[config.mk]
export PLATFORM = sky130hd
export DESIGN_NAME = adc_sample_duration_select_unit
export DESIGN_NICKNAME = d
export VERILOG_FILES = /design/src/design/asds_pkg.sv /design/src/design/asds_ctrl.sv /design/src/design/asds_dpath.sv /design/src/design/adc_sample_duration_select_unit.sv
export SDC_FILE = /design/constraint.sdc
export NUM_CORES = 2
export LEC_CHECK = 0
export ABC_AREA = 1
export BUFFER_PORTS_ARGS = -buffer_cell sky130_fd_sc_hd__buf_2
export CORE_AREA = 2 2 372 282
export DETAILED_ROUTE_END_ITERATION = 8
export DIE_AREA = 0 0 374 284
export RECOVER_POWER = 50
export SYNTH_ARGS = -nofsm -noshare
export SYNTH_HDL_FRONTEND = slang
export SYNTH_SLANG_ARGS = --single-unit
[constraint.sdc]
create_clock -name clk_i -period 15.65 [get_ports clk_i]
set_input_delay 0 -clock clk_i [delete_from_list [all_inputs] [get_ports clk_i]]
set_output_delay 0 -clock clk_i [all_outputs]
set_load 0.005 [all_outputs]
[src/design/asds_pkg.sv]
// Shared types, constants and tables for the ADC sample duration select unit.
// Used by asds_ctrl, asds_dpath and adc_sample_duration_select_unit; no dependencies.
`default_nettype none
package asds_pkg;

  localparam longint unsigned CLOCK_HZ = 64'd48000000;
  localparam int CHANNEL_COUNT = 16;
  localparam logic [15:0] CYCLE_LIMIT = 16'd1023;

  localparam int DIV_COUNT = 8;
  localparam int DIV_IDX_W = $clog2(DIV_COUNT);
  localparam logic [5:0] DIV_TABLE [DIV_COUNT] = '{
    6'd1, 6'd2, 6'd4, 6'd8, 6'd16, 6'd24, 6'd32, 6'd48
  };
  localparam logic [DIV_IDX_W-1:0] CODE_DEFAULT = DIV_IDX_W'(DIV_COUNT - 1);
  localparam logic [DIV_IDX_W-1:0] CODE_TICKS = '0;

  localparam int CH_IDX_W = (CHANNEL_COUNT > 1) ? $clog2(CHANNEL_COUNT) : 1;

  // Divided clock period in ns, unsigned Q16, truncated
  function automatic longint unsigned period_f(int idx);
    return (64'd1000000000 * 64'(DIV_TABLE[idx]) * 64'd65536) / CLOCK_HZ;
  endfunction

  localparam int PER_W = $clog2(period_f(DIV_COUNT - 1) + 1);
  localparam logic [PER_W-1:0] PERIOD_Q16 [DIV_COUNT] = '{
    PER_W'(period_f(0)), PER_W'(period_f(1)), PER_W'(period_f(2)), PER_W'(period_f(3)),
    PER_W'(period_f(4)), PER_W'(period_f(5)), PER_W'(period_f(6)), PER_W'(period_f(7))
  };

  // Target in ns: at most 16383 us
  localparam int TGT_W = $clog2(16383 * 1000 + 1);
  localparam int NUM_W = ((TGT_W + 16 > PER_W) ? TGT_W + 16 : PER_W) + 1;
  localparam int PROD_W = PER_W + 16;

  // Quotient bits resolved per divider step
  localparam int RADIX_BITS = 2;
  localparam int DIV_STEPS = 16 / RADIX_BITS;
  localparam int STEP_W = $clog2(DIV_STEPS);

  localparam logic [1:0] REF_INVALID = 2'd3;

  typedef enum logic [2:0] {
    STS_OK       = 3'd0,
    STS_BAD_CHAN = 3'd1,
    STS_DIFF     = 3'd2,
    STS_GAIN     = 3'd3,
    STS_REF      = 3'd4,
    STS_NO_CLK   = 3'd5,
    STS_MISMATCH = 3'd6
  } status_e;

  typedef enum logic [1:0] {
    UNIT_DEFAULT = 2'd0,
    UNIT_US      = 2'd1,
    UNIT_NS      = 2'd2,
    UNIT_TICKS   = 2'd3
  } unit_e;

  typedef struct packed {
    logic                 capture;
    logic                 ref_wr;
    logic                 search_init;
    logic                 load;
    logic                 div_step;
    logic                 mul;
    logic                 cmp;
    logic                 finish;
    logic [DIV_IDX_W-1:0] div_idx;
  } cmd_t;

  typedef struct packed {
    logic chk_err;
    logic unit_search;
  } sts_t;

endpackage
`default_nettype wire

[src/design/asds_ctrl.sv]
// Sequencer for the sample duration select unit: request checks and the divider search.
// Depends on asds_pkg.
`default_nettype none
module asds_ctrl (
  input  logic             clk_i,
  input  logic             rst_ni,
  input  logic             start,
  output logic             busy,
  input  asds_pkg::sts_t   sts_i,
  output asds_pkg::cmd_t   cmd_o
);

  typedef enum logic [6:0] {
    ST_IDLE   = 7'b0000001,
    ST_CHECK  = 7'b0000010,
    ST_LOAD   = 7'b0000100,
    ST_DIV    = 7'b0001000,
    ST_MUL    = 7'b0010000,
    ST_CMP    = 7'b0100000,
    ST_FINISH = 7'b1000000
  } state_e;

  state_e                         state_q, state_d;
  logic [asds_pkg::STEP_W-1:0]    step_q, step_d;
  logic [asds_pkg::DIV_IDX_W-1:0] idx_q, idx_d;

  always_comb begin
    state_d = state_q;
    step_d  = step_q;
    idx_d   = idx_q;
    cmd_o   = '0;
    case (state_q)
      ST_IDLE: begin
        if (start) begin
          cmd_o.capture = 1'b1;
          state_d       = ST_CHECK;
        end
      end
      ST_CHECK: begin
        if (sts_i.chk_err) begin
          state_d = ST_FINISH;
        end else begin
          cmd_o.ref_wr = 1'b1;
          if (sts_i.unit_search) begin
            cmd_o.search_init = 1'b1;
            idx_d             = '0;
            state_d           = ST_LOAD;
          end else begin
            state_d = ST_FINISH;
          end
        end
      end
      ST_LOAD: begin
        cmd_o.load = 1'b1;
        step_d     = '0;
        state_d    = ST_DIV;
      end
      ST_DIV: begin
        cmd_o.div_step = 1'b1;
        step_d         = step_q + 1'b1;
        if (step_q == asds_pkg::STEP_W'(asds_pkg::DIV_STEPS - 1)) begin
          state_d = ST_MUL;
        end
      end
      ST_MUL: begin
        cmd_o.mul = 1'b1;
        state_d   = ST_CMP;
      end
      ST_CMP: begin
        cmd_o.cmp = 1'b1;
        if (idx_q == asds_pkg::DIV_IDX_W'(asds_pkg::DIV_COUNT - 1)) begin
          state_d = ST_FINISH;
        end else begin
          idx_d   = idx_q + 1'b1;
          state_d = ST_LOAD;
        end
      end
      ST_FINISH: begin
        cmd_o.finish = 1'b1;
        state_d      = ST_IDLE;
      end
      default: begin
        state_d = ST_IDLE;
      end
    endcase
    cmd_o.div_idx = idx_q;
  end

  assign busy = (state_q != ST_IDLE);

  always_ff @(posedge clk_i or negedge rst_ni) begin
    if (!rst_ni) begin
      state_q <= ST_IDLE;
      step_q  <= '0;
      idx_q   <= '0;
    end else begin
      state_q <= state_d;
      step_q  <= step_d;
      idx_q   <= idx_d;
    end
  end

endmodule
`default_nettype wire

[src/design/asds_dpath.sv]
// Datapath: captured request, reference store, shared radix-4 divider, multiplier,
// best-candidate tracking, cycle latch and result registers. Depends on asds_pkg.
`default_nettype none
module asds_dpath (
  input  logic                             clk_i,
  input  logic                             rst_ni,
  input  asds_pkg::cmd_t                   cmd_i,
  output asds_pkg::sts_t                   sts_o,
  input  logic [7:0]                       channel_number_i,
  input  logic                             is_differential_i,
  input  logic                             gain_is_unity_i,
  input  logic [1:0]                       reference_choice_i,
  input  logic [1:0]                       time_unit_i,
  input  logic [13:0]                      time_value_i,
  output logic                             done_o,
  output logic [2:0]                       status_o,
  output logic [5:0]                       divider_value_o,
  output logic [2:0]                       divider_code_o,
  output logic [15:0]                      sample_cycles_o
);

  localparam int PER_W  = asds_pkg::PER_W;
  localparam int NUM_W  = asds_pkg::NUM_W;
  localparam int TGT_W  = asds_pkg::TGT_W;
  localparam int PROD_W = asds_pkg::PROD_W;
  localparam int IDX_W  = asds_pkg::DIV_IDX_W;

  // Captured request
  logic [7:0]        chan_q;
  logic              diff_q;
  logic              unity_q;
  logic [1:0]        ref_q;
  asds_pkg::unit_e   unit_q;
  logic [13:0]       val_q;

  logic [1:0] ref_mem [asds_pkg::CHANNEL_COUNT];

  // Search state
  logic [TGT_W-1:0]  target_q;
  logic [PER_W-1:0]  rem_q, rem_d;
  logic [15:0]       lo_q, lo_d;
  logic [15:0]       quot_q, quot_d;
  logic              sat_q;
  logic [15:0]       c_q;
  logic [PROD_W-1:0] prod_q;
  logic [15:0]       best_c_q;
  logic [31:0]       best_delta_q;
  logic [IDX_W-1:0]  best_code_q;
  logic              found_q;

  // Cycle latch
  logic [5:0]        lat_div_q;
  logic [15:0]       lat_cyc_q;

  // Result registers
  logic              done_q;
  asds_pkg::status_e status_q;
  logic [5:0]        divv_q;
  logic [2:0]        code_q;
  logic [15:0]       cyc_q;

  asds_pkg::status_e pre_status;
  logic [PER_W-1:0]  per;
  logic [NUM_W-1:0]  num;
  logic              sat_n;
  logic [15:0]       c_n;
  logic [PER_W-1:0]  dur;
  logic [31:0]       delta;
  logic              take;

  asds_pkg::status_e fin_status;
  logic [IDX_W-1:0]  fin_code;
  logic [15:0]       fin_cyc;
  logic [5:0]        fin_div;

  // Request checks in priority order
  always_comb begin
    if (chan_q > 8'(asds_pkg::CHANNEL_COUNT - 1)) begin
      pre_status = asds_pkg::STS_BAD_CHAN;
    end else if (diff_q) begin
      pre_status = asds_pkg::STS_DIFF;
    end else if (!unity_q) begin
      pre_status = asds_pkg::STS_GAIN;
    end else if (ref_q == asds_pkg::REF_INVALID) begin
      pre_status = asds_pkg::STS_REF;
    end else begin
      pre_status = asds_pkg::STS_OK;
    end
  end

  assign sts_o.chk_err     = (pre_status != asds_pkg::STS_OK);
  assign sts_o.unit_search = (unit_q == asds_pkg::UNIT_US) || (unit_q == asds_pkg::UNIT_NS);

  assign per = asds_pkg::PERIOD_Q16[cmd_i.div_idx];

  // Rounded-up numerator: T*2^16 + P - 2^16 (P is always above 2^16)
  assign num   = NUM_W'({target_q, 16'h0000}) + NUM_W'(per) - NUM_W'(32'h0001_0000);
  // Quotient above 16 bits saturates
  assign sat_n = (NUM_W'(num[NUM_W-1:16]) >= NUM_W'(per));

  // Restoring divider, RADIX_BITS quotient bits per step
  always_comb begin
    logic [PER_W:0] t;
    logic [PER_W-1:0] r;
    logic [15:0] q;
    logic [15:0] lo;
    r  = rem_q;
    q  = quot_q;
    lo = lo_q;
    for (int k = 0; k < asds_pkg::RADIX_BITS; k++) begin
      t  = {r, lo[15]};
      lo = {lo[14:0], 1'b0};
      if (t >= {1'b0, per}) begin
        t = t - {1'b0, per};
        q = {q[14:0], 1'b1};
      end else begin
        q = {q[14:0], 1'b0};
      end
      r = t[PER_W-1:0];
    end
    rem_d  = r;
    quot_d = q;
    lo_d   = lo;
  end

  assign c_n   = sat_q ? 16'hFFFF : quot_q;
  assign dur   = prod_q[PROD_W-1:16];
  assign delta = 32'(dur) - 32'(target_q);
  assign take  = (c_q <= best_c_q) && (delta <= best_delta_q);

  // Final selection and latch comparison
  always_comb begin
    fin_status = pre_status;
    fin_code   = '0;
    fin_cyc    = '0;
    if (pre_status == asds_pkg::STS_OK) begin
      case (unit_q)
        asds_pkg::UNIT_TICKS: begin
          fin_code = asds_pkg::CODE_TICKS;
          fin_cyc  = 16'(val_q);
        end
        asds_pkg::UNIT_US, asds_pkg::UNIT_NS: begin
          if (found_q) begin
            fin_code = best_code_q;
            fin_cyc  = best_c_q;
          end else begin
            fin_status = asds_pkg::STS_NO_CLK;
          end
        end
        default: begin
          fin_code = asds_pkg::CODE_DEFAULT;
          fin_cyc  = 16'd1;
        end
      endcase
    end
    fin_div = asds_pkg::DIV_TABLE[fin_code];
    if (fin_status == asds_pkg::STS_OK && lat_cyc_q != '0 &&
        (fin_div != lat_div_q || fin_cyc != lat_cyc_q)) begin
      fin_status = asds_pkg::STS_MISMATCH;
    end
  end

  always_ff @(posedge clk_i) begin
    if (cmd_i.capture) begin
      chan_q  <= channel_number_i;
      diff_q  <= is_differential_i;
      unity_q <= gain_is_unity_i;
      ref_q   <= reference_choice_i;
      unit_q  <= asds_pkg::unit_e'(time_unit_i);
      val_q   <= time_value_i;
    end
    if (cmd_i.ref_wr) begin
      ref_mem[chan_q[asds_pkg::CH_IDX_W-1:0]] <= ref_q;
    end
    if (cmd_i.search_init) begin
      target_q     <= (unit_q == asds_pkg::UNIT_US) ?
                      TGT_W'(TGT_W'(val_q) * TGT_W'(1000)) : TGT_W'(val_q);
      best_c_q     <= asds_pkg::CYCLE_LIMIT;
      best_delta_q <= 32'hFFFF_FFFF;
      best_code_q  <= '0;
      found_q      <= 1'b0;
    end
    if (cmd_i.load) begin
      sat_q  <= sat_n;
      rem_q  <= PER_W'(num[NUM_W-1:16]);
      lo_q   <= num[15:0];
      quot_q <= '0;
    end
    if (cmd_i.div_step) begin
      rem_q  <= rem_d;
      lo_q   <= lo_d;
      quot_q <= quot_d;
    end
    if (cmd_i.mul) begin
      c_q    <= c_n;
      prod_q <= PROD_W'(per) * PROD_W'(c_n);
    end
    if (cmd_i.cmp && take) begin
      best_c_q     <= c_q;
      best_delta_q <= delta;
      best_code_q  <= cmd_i.div_idx;
      found_q      <= 1'b1;
    end
    if (cmd_i.finish) begin
      status_q <= fin_status;
      if (fin_status == asds_pkg::STS_OK) begin
        divv_q <= fin_div;
        code_q <= 3'(fin_code);
        cyc_q  <= fin_cyc;
      end else begin
        divv_q <= '0;
        code_q <= '0;
        cyc_q  <= '0;
      end
    end
  end

  always_ff @(posedge clk_i or negedge rst_ni) begin
    if (!rst_ni) begin
      done_q    <= 1'b0;
      lat_div_q <= '0;
      lat_cyc_q <= '0;
    end else begin
      done_q <= cmd_i.finish;
      if (cmd_i.finish && fin_status == asds_pkg::STS_OK && lat_cyc_q == '0) begin
        lat_div_q <= fin_div;
        lat_cyc_q <= fin_cyc;
      end
    end
  end

  assign done_o          = done_q;
  assign status_o        = status_q;
  assign divider_value_o = divv_q;
  assign divider_code_o  = code_q;
  assign sample_cycles_o = cyc_q;

endmodule
`default_nettype wire

[src/design/adc_sample_duration_select_unit.sv]
// Sequence: a request accepted on start runs CHECK then FINISH for tick, default or
// rejected requests, and CHECK, the divider search, then FINISH for us/ns requests.
// The us/ns search covers 8 dividers on one shared divider: load, divide steps, multiply
// and compare for each. done_o is registered from FINISH; start is taken again as done_o
// rises. Reset (rst_ni, async low) returns to idle and clears the cycle latch; done_o is
// a one-cycle strobe and the receiver cannot stall it.
`default_nettype none
module adc_sample_duration_select_unit (
  input  logic        clk_i,
  input  logic        rst_ni,
  input  logic        start,
  output logic        busy,
  input  logic [7:0]  channel_number_i,
  input  logic        is_differential_i,
  input  logic        gain_is_unity_i,
  input  logic [1:0]  reference_choice_i,
  input  logic [1:0]  time_unit_i,
  input  logic [13:0] time_value_i,
  output logic        done_o,
  output logic [2:0]  status_o,
  output logic [5:0]  divider_value_o,
  output logic [2:0]  divider_code_o,
  output logic [15:0] sample_cycles_o
);

  // Controller to datapath commands and back
  asds_pkg::cmd_t cmd;
  asds_pkg::sts_t sts;

  // Sequencer: check, then per divider load / 8 divide steps / multiply / compare
  asds_ctrl u_ctrl (
    .clk_i  (clk_i),
    .rst_ni (rst_ni),
    .start  (start),
    .busy   (busy),
    .sts_i  (sts),
    .cmd_o  (cmd)
  );

  // Datapath: request registers, reference store, divider search, latch, result regs
  asds_dpath u_dpath (
    .clk_i              (clk_i),
    .rst_ni             (rst_ni),
    .cmd_i              (cmd),
    .sts_o              (sts),
    .channel_number_i   (channel_number_i),
    .is_differential_i  (is_differential_i),
    .gain_is_unity_i    (gain_is_unity_i),
    .reference_choice_i (reference_choice_i),
    .time_unit_i        (time_unit_i),
    .time_value_i       (time_value_i),
    .done_o             (done_o),
    .status_o           (status_o),
    .divider_value_o    (divider_value_o),
    .divider_code_o     (divider_code_o),
    .sample_cycles_o    (sample_cycles_o)
  );

`ifndef SYNTH
  // A finishing request always produces a result strobe next cycle
  a_finish_strobe: assert property (@(posedge clk_i) disable iff (!rst_ni)
    cmd.finish |=> done_o)
    else $error("finish without result strobe");

  // Result strobe only ever follows the finish step
  a_strobe_src: assert property (@(posedge clk_i) disable iff (!rst_ni)
    done_o |-> $past(cmd.finish))
    else $error("result strobe without finish");

  // Rejected requests carry zeroed result fields
  a_err_zero: assert property (@(posedge clk_i) disable iff (!rst_ni)
    (done_o && status_o != asds_pkg::STS_OK) |->
      (divider_value_o == '0 && divider_code_o == '0 && sample_cycles_o == '0))
    else $error("nonzero fields on error status");

  // An accepted request makes the block busy on the next cycle
  a_accept_busy: assert property (@(posedge clk_i) disable iff (!rst_ni)
    (start && !busy) |=> busy)
    else $error("accepted request did not start");
`endif

endmodule
`default_nettype wire
==> reports/results.ini <==
[run_status]
status = finished with violations
violations = capacitance limit, slew limit

[clocking]
numCtsBuffers = 31
root_buffer = clkbuf_16
post_cts_buffers = 0
clkSlewWorstSetupHoldPaths_ns = 0.07
clk_latency_ns = 0.60
clock_sinks = 260
clockBufferDepth = 3
cts_tree = yes
htreeDepth = 1

[grt]
grt_antenna_before_repair = 3
grt_max_degree = 59
grt_pass1_vias = 24200
grt_use_met2_pct = 23.1
grt_first_pass_wirelength_um = 136000
grt_usage_pct = 16.1
top_usage_layer = met1
met3_usage_pct = 3.02
grt_overflow = 0
met1_usage_pct = 24.9

[placement]
gp_congestion = 0.942
io_buffer_count = 56
hpwl_um = 69500
dpl_cell_area_um2 = 32400
placed_cells = 5040

[setup_path]
worst-r2r-cell-count = 29
cp.arrival_ns = 8.99
cp.required_ns = 15.98
reg2reg_slack_ns = 7.00
startpoint_type = flip-flop
reg2reg_from = u_ctrl.idx_q[0]
path_max_fanout = 35
crit_top_cell = fa_1
critPathLaunch = u_ctrl.idx_q[0]
worstReg2RegEnd = u_dpath.prod_q[36]
slowest_stage = fa_1
endpoint_kind = flip-flop
cp-endpoint = u_dpath.prod_q[36]
crit_path_max_incr_delay_ns = 0.68
worstSetupPathType = reg -> reg

[layout]
layout_common_cells = 766 x inv_1, 666 x nand2_1, 338 x ha_1
syn_to_final_growth_pct = 10.2
seq_area_um2 = 7600
nFillCells = 10800
stdcell_count = 5125
fin_area_um2 = 33600
final_layout_size_suffix_gt1_share_pct = 5.17
nets = 4409
final_common_cell = inv_1
multi_input_area_um2 = 19700

[detailed_routing]
viasPerCell = 4.78
routed_wl_um = 85400
drc = 0
wire_per_inst_um = 16.7
firstDrtPassIters = 6
drtIter0Drc = 2076
ant_nets = 0
vias = 24500

[yosys]
synth-edff-count = 221
ys_ff_latch = 260
synthesis.area_um2 = 30500
ys_types = 61
syn_avg_cell_area_um2 = 8.31
syn_inst = 3670
async_flop_share_pct = 13.8
yosysWarnings = 0
seq_area_frac_synth_pct = 24.9
synthFlopType = edfxtp_1
synthesis.nets = 4332

[sta]
fin_setup_tns_ns = 0
tightest_slew_ns = 3.52
clock.fmax_ghz = 0.116
period_share_pct = 55.3
holdWs_ns = 0.104
rsz0062_at_grt = false
slew_headroom_pct = -135
skew_ns = 0.0150
slew_violations = 251
layout_min_cycle_time_ns = 8.65
finalSetupViolations = 0
finalHoldViolations = 0

[power_and_ir_drop]
vdd_ir_drop_max_mv = 0.119
power.density_nw_per_um2 = 82.6
p_leak_nw = 16.3

[floorplan]
fp.dieArea_um2 = 106000
die_h_um = 284
core-area_um2 = 102000
die_width_um = 374
ios = 61
row_count = 102
initial_utilization_pct = 29.8

[job]
maxCapViolCount = 6

[hold_path]
hp-class = in -> reg

==> flip-flops by register name, indices dropped and copies added, names as in the netlist, 2 cells and up <==
name and count:
u_dpath.best_code_q 3, u_ctrl.state_q 7, u_dpath.divider_code_o 3, u_dpath.lo_q 16, u_dpath.status_o 3, u_dpath.rem_q 26, u_dpath.target_q 24, u_dpath.prod_q 26
u_ctrl.idx_q 3, u_dpath.quot_q 16, u_dpath.best_delta_q 27, u_dpath.divider_value_o 6, u_dpath.c_q 16, u_dpath.unit_q 2, u_dpath.sample_cycles_o 16, u_dpath.lat_cyc_q 16
u_dpath.ref_q 2, u_ctrl.step_q 3, u_dpath.val_q 14, u_dpath.best_c_q 16, u_dpath.lat_div_q 6, u_dpath.chan_q 4
==> worst min path at each step <==
stage,from,end,slack [ns],cells past startpoint
2_1_floorplan,rst_ni,u_ctrl.idx_q[0],-0.30,0
3_3_place_gp,rst_ni,u_dpath.done_o,0.17,1
3_5_place_dp,rst_ni,u_dpath.done_o,0.17,1
4_1_cts,rst_ni,u_dpath.lat_cyc_q[4],0.06,2
5_1_grt,reference_choice_i[1],u_dpath.ref_q[1],0.1,2
6_report,time_value_i[2],u_dpath.val_q[2],0.10,2
==> per-layer routing <==
metal	part of all wire [%]	vias to the layer above
li1	-	11900
met1	49	11700
met2	40	790
met3	8.8	89
met4	2.0	0
met5	0	-
==> layout make-up <==
type,instances,share of cell area [%]
antenna,1,0.00744
multi-input combinational,2567,58.6
timing repair buffer,105,1.95
clock buffer,36,2.42
inverter,782,8.74
clock inverter,22,0.663
sequential,260,22.6
tap,1352,5.03
==> cell families after synthesis <==
group	count (synthesis)	synth area share, %
fa+ha+maj	631	33.1
compound gates	464	8.66
flops	260	24.9
simple gates	1336	18.9
buf+inv	843	10.5
xor+xnor	136	3.90
==> synthesized netlist by cell type (all sizes together) (24+ instances only) <==
cell | instances | area [µm²]
xor2 | 93 | 815
xnor2 | 43 | 377
a21oi | 196 | 1000
nand2 | 686 | 2660
inv | 774 | 2910
o21bai | 24 | 180
ha | 338 | 4230
o21ai | 137 | 686
dfrtp | 35 | 876
nand4 | 41 | 269
a31oi | 29 | 181
edfxtp | 221 | 6640
nor3 | 25 | 130
or2 | 40 | 250
nor2 | 320 | 1230
fa | 293 | 5870
nand3 | 186 | 978
clkbuf | 42 | 158
==> power by group <==
group	switching, mW	leakage (nW)	total, mW	internal, mW
clock network	0.317	0.496	0.742	0.425
logic	0.709	13.1	1.20	0.490
registers	0.0364	2.69	0.835	0.799
total	1.06	16.3	2.78	1.71
==> what timing repair did <==
item	CTS	global route
hold buffers	26	0
resized for setup	0	0
endpoints found under the hold margin	63	0
==> per-stage QoR <==
step           power (mW)  utilization (%)  setup WS (ns)
6_report             2.78             32.8           7.00
5_1_grt              3.06             32.8           6.38
4_1_cts              2.81             32.9           6.96
3_5_place_dp         2.04             31.6           7.05
3_3_place_gp         2.03             31.6           7.07
2_1_floorplan        1.78                -           8.02
==> critical path: cells and delay by family (launching register included) <==
| family | cells | cell delay [ns] |
|---|---|---|
| flops | 1 | 0.33 |
| fa+ha+maj | 8 | 3.96 |
| compound gates | 6 | 1.38 |
| simple gates | 6 | 1.04 |
| buf+inv | 8 | 1.48 |
| xor+xnor | 1 | 0.15 |
Note: power is estimated with default switching activity, not from simulation.
